[config.mk]
export PLATFORM = sky130hd
export DESIGN_NAME = radix_digit_emitter_core
export DESIGN_NICKNAME = d
export VERILOG_FILES = /design/src/rtl/rde_pkg.sv /design/src/rtl/radix_digit_emitter_core.sv
export SDC_FILE = /design/constraint.sdc
export NUM_CORES = 1
export LEC_CHECK = 0
export ABC_CLOCK_PERIOD_IN_PS = 11400
export BUFFER_PORTS_ARGS = -buffer_cell sky130_fd_sc_hd__buf_2
export CORE_ASPECT_RATIO = 1.75
export CORE_MARGIN = 2
export CORE_UTILIZATION = 55
export CTS_CLUSTER_DIAMETER = 120
export DETAILED_ROUTE_END_ITERATION = 16
export PLACE_DENSITY = 0.76
export SYNTH_ARGS = -nofsm -noshare
export SYNTH_HDL_FRONTEND = slang
export SYNTH_SLANG_ARGS = --single-unit
[constraint.sdc]
create_clock -name clk_i -period 11.4 [get_ports clk_i]
set_input_delay 1.14 -clock clk_i [delete_from_list [all_inputs] [get_ports clk_i]]
set_output_delay 1.14 -clock clk_i [all_outputs]
set_load 0.01 [all_outputs]
[src/rtl/rde_pkg.sv]
// Package of the radix digit emitter: sizes, register codes and the digit table lookup.
`timescale 1ns / 1ps
package rde_pkg;

  localparam int unsigned VALUE_BITS  = 64;
  localparam int unsigned MAX_RADIX   = 16;
  localparam int unsigned MIN_RADIX   = 2;
  localparam int unsigned MAX_DIGITS  = VALUE_BITS;

  // Bits of the dividend consumed per cycle of the shared divider.
  localparam int unsigned STEP_BITS   = 8;
  localparam int unsigned PASS_CYCLES = (VALUE_BITS + STEP_BITS - 1) / STEP_BITS;
  localparam int unsigned PAD_BITS    = PASS_CYCLES * STEP_BITS;
  localparam int unsigned STEP_CNT_W  = (PASS_CYCLES > 1) ? $clog2(PASS_CYCLES) : 1;

  localparam int unsigned IN_W        = 64;
  localparam int unsigned CHAR_W      = 8;
  localparam int unsigned COUNT_W     = 7;
  localparam int unsigned RADIX_W     = 5;
  localparam int unsigned REM_W       = (MAX_RADIX > 2) ? $clog2(MAX_RADIX) : 1;
  localparam int unsigned TAB_IDX_W   = 4;
  localparam int unsigned CFG_DATA_W  = 64;
  localparam int unsigned CFG_INDEX_W = 2;

  typedef enum logic [CFG_INDEX_W-1:0] {
    REG_RADIX      = 2'd0,
    REG_CHARS_LOW  = 2'd1,
    REG_CHARS_HIGH = 2'd2
  } cfg_reg_e;

  localparam logic [RADIX_W-1:0]    RESET_RADIX      = 5'd10;
  localparam logic [CFG_DATA_W-1:0] RESET_CHARS_LOW  = 64'h3736_3534_3332_3130;
  localparam logic [CFG_DATA_W-1:0] RESET_CHARS_HIGH = 64'h6665_6463_6261_3938;

  // Clamp the radix register into the supported range.
  function automatic logic [RADIX_W-1:0] eff_radix(input logic [RADIX_W-1:0] r);
    logic [RADIX_W-1:0] res;
    res = r;
    if (r < RADIX_W'(MIN_RADIX)) res = RADIX_W'(MIN_RADIX);
    if (r > RADIX_W'(MAX_RADIX)) res = RADIX_W'(MAX_RADIX);
    return res;
  endfunction

  // Pick the character byte of a digit out of the two table words.
  function automatic logic [CHAR_W-1:0] table_char(
    input logic [TAB_IDX_W-1:0]  d,
    input logic [CFG_DATA_W-1:0] lo,
    input logic [CFG_DATA_W-1:0] hi
  );
    logic [CFG_DATA_W-1:0] word;
    word = d[TAB_IDX_W-1] ? hi : lo;
    return word[d[TAB_IDX_W-2:0]*CHAR_W +: CHAR_W];
  endfunction

endpackage

[src/rtl/radix_digit_emitter_core.sv]
// Top level of the radix digit emitter: shared divider, digit stack and output register.
`timescale 1ns / 1ps
// Usage
//   Input channel: in_valid_i / in_stall_o / value_i. One transaction carries one
//   unsigned value; in_stall_o is high from the cycle after acceptance until the
//   last digit of that value has been loaded into the output register.
//   Output channel: out_valid_o / out_stall_i with digit_char_o, digit_count_o and
//   last_o. One transaction per digit, most significant first; last_o marks the
//   least significant digit. Zero gives a single digit from table entry 0.
//   Configuration: cfg_we_i / cfg_index_i / cfg_data_i, written while idle only.
//   Index 0 is the radix (clamped to 2..16 when used), 1 and 2 the digit tables.
// Division and emission
//   Each digit takes one pass of the shared divider, which retires STEP_BITS (8)
//   quotient bits per cycle through a chain of narrow subtractors. A value is
//   divided down to all of its digits before the first is emitted: up to 64
//   digits for a binary value, 20 for a full 64-bit value in decimal.
// Reset and stall
//   Reset clears the sequencer and the output valid and loads the reset radix and
//   tables. While out_valid_o is high and out_stall_i is high the output holds and
//   the digit stack waits; the next input may be taken while the final digit is
//   still waiting in the output register.
module radix_digit_emitter_core (
  input  logic                            clk_i,
  input  logic                            rst_ni,
  input  logic                            in_valid_i,
  output logic                            in_stall_o,
  input  logic [rde_pkg::IN_W-1:0]        value_i,
  output logic                            out_valid_o,
  input  logic                            out_stall_i,
  output logic [rde_pkg::CHAR_W-1:0]      digit_char_o,
  output logic [rde_pkg::COUNT_W-1:0]     digit_count_o,
  output logic                            last_o,
  input  logic                            cfg_we_i,
  input  logic [rde_pkg::CFG_INDEX_W-1:0] cfg_index_i,
  input  logic [rde_pkg::CFG_DATA_W-1:0]  cfg_data_i
);
  import rde_pkg::*;

  typedef enum logic [1:0] {
    S_IDLE,
    S_DIV,
    S_EMIT
  } state_e;

  // Sequencer and datapath registers.
  state_e                  state_q, state_d;
  logic [PAD_BITS-1:0]     n_q, n_d;         // dividend, becomes the quotient over a pass
  logic [REM_W-1:0]        rem_q, rem_d;     // running remainder of the pass
  logic [STEP_CNT_W-1:0]   step_q, step_d;   // cycle within the pass
  logic [REM_W-1:0]        stack_q [MAX_DIGITS];
  logic [REM_W-1:0]        stack_d [MAX_DIGITS];
  logic [COUNT_W-1:0]      cnt_q, cnt_d;     // digits found so far
  logic [COUNT_W-1:0]      left_q, left_d;   // digits still to emit

  // Output register.
  logic                    out_valid_q, out_valid_d;
  logic [CHAR_W-1:0]       out_char_q, out_char_d;
  logic [COUNT_W-1:0]      out_cnt_q, out_cnt_d;
  logic                    out_last_q, out_last_d;

  // Configuration registers.
  logic [RADIX_W-1:0]      radix_q;
  logic [CFG_DATA_W-1:0]   chars_lo_q;
  logic [CFG_DATA_W-1:0]   chars_hi_q;

  // Shared divider step.
  logic [RADIX_W-1:0]      radix_eff;
  logic [STEP_BITS-1:0]    chunk;
  logic [STEP_BITS-1:0]    qbits;
  logic [REM_W-1:0]        rem_step;
  logic [REM_W:0]          trial;
  logic [PAD_BITS-1:0]     quot;
  logic                    pass_end;
  logic                    in_acc;
  logic                    out_free;
  logic                    pop;

  assign radix_eff = eff_radix(radix_q);
  assign chunk     = n_q[PAD_BITS-1 -: STEP_BITS];

  // Restoring division of the top chunk, one bit per link of the chain.
  always_comb begin
    rem_step = rem_q;
    qbits    = '0;
    trial    = '0;
    for (int i = STEP_BITS - 1; i >= 0; i--) begin
      trial = {rem_step, chunk[i]};
      if ((RADIX_W + 1)'(trial) >= (RADIX_W + 1)'(radix_eff)) begin
        qbits[i] = 1'b1;
        rem_step = REM_W'((RADIX_W + 1)'(trial) - (RADIX_W + 1)'(radix_eff));
      end else begin
        rem_step = trial[REM_W-1:0];
      end
    end
  end

  // Shift the quotient bits in at the bottom; after a full pass n holds n / radix.
  assign quot     = (n_q << STEP_BITS) | PAD_BITS'(qbits);
  assign pass_end = (step_q == STEP_CNT_W'(PASS_CYCLES - 1));
  assign in_acc   = in_valid_i && (state_q == S_IDLE);
  assign out_free = !out_valid_q || !out_stall_i;
  assign pop      = (state_q == S_EMIT) && out_free;

  always_comb begin
    state_d     = state_q;
    n_d         = n_q;
    rem_d       = rem_q;
    step_d      = step_q;
    stack_d     = stack_q;
    cnt_d       = cnt_q;
    left_d      = left_q;
    out_valid_d = out_valid_q && out_stall_i;
    out_char_d  = out_char_q;
    out_cnt_d   = out_cnt_q;
    out_last_d  = out_last_q;

    unique case (state_q)
      S_IDLE: begin
        if (in_acc) begin
          // Drop bits above VALUE_BITS.
          n_d     = PAD_BITS'(value_i[VALUE_BITS-1:0]);
          rem_d   = '0;
          step_d  = '0;
          cnt_d   = '0;
          state_d = S_DIV;
        end
      end
      S_DIV: begin
        n_d    = quot;
        rem_d  = rem_step;
        step_d = step_q + 1'b1;
        if (pass_end) begin
          // Push the digit; the newest one sits at the top of the stack.
          stack_d[0] = rem_step;
          for (int i = 1; i < MAX_DIGITS; i++) stack_d[i] = stack_q[i-1];
          cnt_d  = cnt_q + 1'b1;
          rem_d  = '0;
          step_d = '0;
          if (quot == '0 || cnt_q == COUNT_W'(MAX_DIGITS - 1)) begin
            left_d  = cnt_q + 1'b1;
            state_d = S_EMIT;
          end
        end
      end
      S_EMIT: begin
        if (pop) begin
          // Pop the most significant pending digit into the output register.
          out_valid_d = 1'b1;
          out_char_d  = table_char(TAB_IDX_W'(stack_q[0]), chars_lo_q, chars_hi_q);
          out_cnt_d   = cnt_q;
          out_last_d  = (left_q == COUNT_W'(1));
          for (int i = 0; i < MAX_DIGITS - 1; i++) stack_d[i] = stack_q[i+1];
          left_d = left_q - 1'b1;
          if (left_q == COUNT_W'(1)) state_d = S_IDLE;
        end
      end
      default: state_d = S_IDLE;
    endcase
  end

  always_ff @(posedge clk_i or negedge rst_ni) begin
    if (!rst_ni) begin
      state_q     <= S_IDLE;
      out_valid_q <= 1'b0;
      radix_q     <= RESET_RADIX;
      chars_lo_q  <= RESET_CHARS_LOW;
      chars_hi_q  <= RESET_CHARS_HIGH;
    end else begin
      state_q     <= state_d;
      out_valid_q <= out_valid_d;
      if (cfg_we_i) begin
        unique case (cfg_index_i)
          REG_RADIX:      radix_q    <= cfg_data_i[RADIX_W-1:0];
          REG_CHARS_LOW:  chars_lo_q <= cfg_data_i;
          REG_CHARS_HIGH: chars_hi_q <= cfg_data_i;
          default: ;
        endcase
      end
    end
  end

  // Datapath and payload registers hold without reset.
  always_ff @(posedge clk_i) begin
    n_q        <= n_d;
    rem_q      <= rem_d;
    step_q     <= step_d;
    stack_q    <= stack_d;
    cnt_q      <= cnt_d;
    left_q     <= left_d;
    out_char_q <= out_char_d;
    out_cnt_q  <= out_cnt_d;
    out_last_q <= out_last_d;
  end

  assign in_stall_o    = (state_q != S_IDLE);
  assign out_valid_o   = out_valid_q;
  assign digit_char_o  = out_char_q;
  assign digit_count_o = out_cnt_q;
  assign last_o        = out_last_q;

endmodule

# Yosys cells after proc, flatten, opt, wreduce, memory -nomap -nowiden
# Index checks and enable logic that the tools add are counted.
dict set report totals {
  regBits 493
  input_bits 135
  output_inout_bits 18
}
dict set report classes {
  addsub 11
  magnitude_cmp 10
  n_eq_ne 12
  n_shift 1
  muxes 45
  bitwise 1
  n_reduce_logical 23
}
# op n
set op_table {}
lappend op_table {{$pmux W252 S2} 1}
lappend op_table {{$mux W256} 1}
lappend op_table {{$mux W252} 1}
lappend op_table {{$mux W64} 2}
lappend op_table {{$pmux W64 S2} 1}
lappend op_table {{$logic_not A64 Y1} 1}
lappend op_table {{$or A64 B8 Y64} 1}
lappend op_table {{$shiftx A64 B7 Y8} 1}
lappend op_table {{$ge A5 B5 Y1} 8}
lappend op_table {{$mux W4} 10}
lappend op_table {{$mux W7} 5}
lappend op_table {{$sub A4 B4 Y4} 8}
lappend op_table {{$pmux W7 S2} 2}
lappend op_table {{$reduce_and A2 Y1} 6}
lappend op_table {{$mux W1} 10}
lappend op_table {{$mux W2} 5}
lappend op_table {{$mux W5} 2}
lappend op_table {{$ne A2 B2 Y1 const B} 4}
lappend op_table {{$pmux W4 S2} 1}
lappend op_table {{$add A7 B1 Y7 const B} 1}
lappend op_table {{$eq A7 B1 Y1 const B} 1}
lappend op_table {{$eq A7 B6 Y1 const B} 1}
lappend op_table {{$sub A7 B1 Y7 const B} 1}
lappend op_table {{$mux W3} 2}
lappend op_table {{17 further kinds} 27}

# Logic depth before layout (Yosys ltp)
dict set report logic_depth {
  word_depth 25
  ltp_mapped 51
  ltp_nobuf 51
}

# Worst setup path after synthesis
# Ideal clock, no wire load.
dict set report synth_path {
  kind {reg-to-reg}
  start {register radix_q[3]}
  end {register left_q[0] (enable)}
  setup_ns 0.324
  arrival_time_ns 11.923
  required_ns 11.076
  setup_slack_ns -0.847
  path_stages_with_launch 45
  n_path_buf 0
  synth_period_minus_slack_ns 12.247
  cell_sequence {dfstp_2 > nor2_1 > o21ai_0 > ha_1 > a21oi_1 > o21a_1 > o21ai_1 > mux2_2 > ha_1 > a21oi_1 > o21ai_1 > a31oi_1 > nand2b_1 > nand2_1 > ha_1 > a21oi_1 > o21ai_1 > a31oi_1 > [9 not listed] > a21boi_1 > mux2_2 > ha_1 > a21o_1 > a31o_4 > or4_4 > a21boi_1 > ha_1 > a21oi_1 > o21ai_0 > a311oi_2 > mux2i_1 > ha_1 > a31oi_1 > o21a_1 > and4b_1 > nand4_1 > nand2_1}
}
dict set report synth_via {
  elab_chain_len 24
  elab_cells_between_ends 39
}
# element line
set synth_rtl {}
lappend synth_rtl {{start: declaration} radix_digit_emitter_core.sv:62} ;# logic [RADIX_W-1:0] radix_q;
lappend synth_rtl {{start signal: assignment} radix_digit_emitter_core.sv:173} ;# REG_RADIX: radix_q <= cfg_data_i[RADIX_W-1:0];
lappend synth_rtl {{$lt A5 B2 Y1} rde_pkg.sv:39} ;# if (r < RADIX_W'(MIN_RADIX)) res = RADIX_W'(MIN_RADIX);
lappend synth_rtl {{$mux W5} rde_pkg.sv:39}
lappend synth_rtl {{$mux W5 (*)} rde_pkg.sv:40} ;# if (r > RADIX_W'(MAX_RADIX)) res = RADIX_W'(MAX_RADIX);
lappend synth_rtl {{$sub A4 B4 Y4 or $ge A5 B5 Y1 (tied branches)} {radix_digit_emitter_core.sv:90, radix_digit_emitter_core.sv:88}}
lappend synth_rtl {{$mux W4} radix_digit_emitter_core.sv:88} ;# if ((RADIX_W + 1)'(trial) >= (RADIX_W + 1)'(radix_eff)) begin
lappend synth_rtl {{$sub A4 B4 Y4 or $ge A5 B5 Y1 (tied branches)} {radix_digit_emitter_core.sv:90, radix_digit_emitter_core.sv:88}}
lappend synth_rtl {{$mux W4} radix_digit_emitter_core.sv:88}
lappend synth_rtl {{$sub A4 B4 Y4 or $ge A5 B5 Y1 (tied branches)} {radix_digit_emitter_core.sv:90, radix_digit_emitter_core.sv:88}}
lappend synth_rtl {{[8 not listed]} n/a}
lappend synth_rtl {{$mux W4} radix_digit_emitter_core.sv:88}
lappend synth_rtl {{$ge A5 B5 Y1} radix_digit_emitter_core.sv:88}
lappend synth_rtl {{$mux W1} radix_digit_emitter_core.sv:88}
lappend synth_rtl {{$or A64 B8 Y64 (*)} radix_digit_emitter_core.sv:98} ;# assign quot = (n_q << STEP_BITS) | PAD_BITS'(qbits);
lappend synth_rtl {{$logic_not A64 Y1 (*)} radix_digit_emitter_core.sv:139} ;# if (quot == '0 || cnt_q == COUNT_W'(MAX_DIGITS - 1)) begin
lappend synth_rtl {{$logic_or A1 B1 Y1 (*)} radix_digit_emitter_core.sv:139}
lappend synth_rtl {{$ne A2 B2 Y1 (no source line) (*)} n/a}
lappend synth_rtl {{$reduce_and A4 Y1 (no source line) (*)} n/a}
lappend synth_rtl {{end signal: assignment} radix_digit_emitter_core.sv:189} ;# left_q <= left_d;
lappend synth_rtl {{end: declaration} radix_digit_emitter_core.sv:53} ;# logic [COUNT_W-1:0] left_q, left_d;
# Mark *: on every way between the ends. The rest lies on a longest branch, timed or not.
# A chain may end at the register's enable or synchronous reset.

# Worst setup path after layout
dict set report layout_path {
  start {register radix_q[2]}
  end {register left_q[4] (enable)}
}
# Same word-level chain as after synthesis.

==> flow_summary.ini <==
[run_status]
status = complete, no violations

[cells_and_area]
drive_gt1_share_pct = 24.6
multi_input_area_um2 = 8980
seqCellArea_um2 = 14200
final_cells = 2795
nFillCells = 3335
area_growth_pct = 13.2
final_nets = 2388

[grt]
grt_usage_pct = 22.0
antenna_found_initial = 1
grt_overflow_total = 0
grt_pass1_wl_um = 80100
grt_max_degree = 174
use_met2_pct = 39.6
grt_use_met1_pct = 27.1
gr-max-usage-layer = met2
grt_pass1_vias = 16200
grtUsageMet3_pct = 3.22

[worst_setup_path]
reg2reg_to = left_q[4]
criticalPathCategory = flop to flop
slowest_delay_ns = 0.54
arrival_ns = 11.17
critPathMostFrequentCell = ha_1
start_kind = flop
r2r_start = radix_q[2]
end_kind = flop
regToRegSetupSlack_ns = 0.49
path_delay_family = compound AO/OA/AOI/OAI gates
cp.required_ns = 11.66
crit_buf_inv = 2
ff2ff_path_depth = 45
crit_fanout = 7
cp_slowest_cell = or4_4

[timing]
final-setup-viol-count = 0
hold_ws_ns = 0.463
skew_ns = 0.0181
setup_tns_ns = 0
period_share_pct = 95.7
finalHoldViolCount = 0
post-route-min-period_ns = 10.91
fmax_ghz = 0.0917
report.final.slew_viol_count = 0
worst_pin_slew_ns = 1.08
slew_headroom_pct = 27.9

[logic_synthesis]
synth_compound_area_share_pct = 2.86
synth_mux_area_share_pct = 10.8
synth_top_area_share_pct = 45.7
ys_seq_area_share_pct = 60.5
yosys.area_share.adder_pct = 3.08
synth_cell_types = 57
yosys.area.top_type = edfxtp_1
synth.area.top_cells = edfxtp_1 46%, nand2_1 11%, dfrtp_1 8.3%
avgSynthCellArea_um2 = 11.3
synthesis.nets = 2265
synth_xor_area_share_pct = 0.933
synth_edf_count = 357
synth_top_family_by_area = simple AND/OR/NAND/NOR gates
yosys_warnings = 0
synth_cells = 2077
syn_area_um2 = 23500
synth_flop_cell = edfxtp_1
ys_ff_latch = 493
yosys.area_share.simple_pct = 19.4
ys_async_sr_fraction_pct = 27.6

[clocking]
clock-root-buffer = clkbuf_16
clock_path_buffers = 3
cts.sinks = 493
cts_tree = built
insertion_delay_ns = 0.56
clk_pin_slew_worst_paths_ns = 0.07
htree_levels = 2
cts_buffers = 44

[detailed_routing]
wl_per_cell_um = 17.5
vias = 15800
ant_nets = 0
drt_iter0_markers = 1304
drcViolationCount = 0
viasPerCell = 5.67
firstDrtPassIters = 6
routed_wl_um = 49000

[run]
max_cap_viol_count = 0

[floorplan]
design.core.area_um2 = 42300
die-area_um2 = 44400
die_h_um = 277
ios = 153
die_x_um = 160
initial_core_util_pct = 55.5
rows = 100

[worst_hold_path]
hold_path_depth = 0
hold_end = stack_q[0]
hp-class = flop to flop
min_from = stack_q[4]

[placement]
dp.cells = 2712
dpl.hpwl_um = 31800
finalWeightedCongestion = 0.867
port_buffers = 152
## registers in the layout, indices dropped and copies added, names as in the netlist, 7 cells and up
register       flops
chars_hi_q        64
chars_lo_q        64
cnt_q              7
digit_char_o       8
digit_count_o      7
left_q             7
n_q               64
stack_q          256
## timing repair
item                       in CTS  in global routing
setup endpoints to repair       9                 18
resized for setup               4                 37
buffers inserted                0                  3
hold buffers                    0                  0
pin swaps                       0                  9
## area by class of cell
type,count,share of cell area [%]
clock buffer,56,4.48
timing repair buffer,202,4.35
antenna,1,0.00942
inverter,27,0.382
tap,561,2.64
clock inverter,23,0.862
sequential,493,53.5
multi-input combinational,1432,33.8
## per-stage QoR
stage,setup WS [ns],util [%],instance area (um^2)
3_5_place_dp,-0.149,58.9,24900
3_3_place_gp,0.0539,58.9,24900
4_1_cts,0.0274,62.2,26300
6_report,0.491,62.8,26600
2_1_floorplan,0.0648,-,23500
5_1_grt,-0.0471,62.8,26600
## how the worst max path moves through the flow
stage / start / cells past startpoint / end / slack, ns
floorplan: radix_q[4] / 44 / left_q[0] / 0.06
global placement: radix_q[2] / 48 / left_q[5] / 0.05
detailed placement: radix_q[2] / 48 / left_q[5] / -0.15
CTS: radix_q[2] / 49 / left_q[3] / 0.03
global route: radix_q[2] / 47 / left_q[3] / -0.05
finish: radix_q[2] / 45 / left_q[4] / 0.49
## cell families after synthesis
| group | after synthesis |
|---|---|
| buf+inv | 152 |
| fa+ha+maj | 53 |
| compound gates | 101 |
| xor+xnor | 25 |
| mux | 185 |
| flops | 493 |
| simple gates | 1068 |
## cell usage after synthesis, types with 11 or more instances
master and count:
clkbuf_1 109, nor2b_1 11, xnor2_1 13, ha_1 45, nor2_1 31, edfxtp_1 357
dfrtp_1 78, buf_1 13, o21ai_0 18, xor2_1 12, mux2_2 140, a21oi_1 26
dfstp_2 58, a21o_1 11, nand3_1 251, inv_1 27, nor4_1 15, nand2_1 703
mux4_2 40
## layout by cell type (no fill, tap or decap), types with 8 or more instances in the layout
master | netlist | final
ha_4 | 0 | 8
mux4_2 | 40 | 40
dfstp_2 | 58 | 58
a21oi_1 | 26 | 22
fa_1 | 8 | 8
nor4_1 | 15 | 15
edfxtp_1 | 357 | 357
mux2_2 | 140 | 140
nor3_1 | 10 | 9
dfrtp_1 | 78 | 78
o21ai_0 | 18 | 13
buf_4 | 0 | 49
clkinv_1 | 0 | 8
xor2_1 | 12 | 12
inv_1 | 27 | 26
xnor2_1 | 13 | 13
clkbuf_1 | 109 | 10
clkbuf_16 | 0 | 46
nand2_1 | 703 | 702
ha_1 | 45 | 37
nand3_1 | 251 | 251
nor2_1 | 31 | 30
buf_2 | 3 | 151
a21o_1 | 11 | 11
## layer usage
metal	share of wire (%)	wire length (um)
met1	40	19700
met2	53	25800
met3	4.2	2030
met4	3.1	1520
met5	0.022	11
Power is not shown: default switching activity piles up to over one toggle a cycle in this logic, so the estimate is an artifact.
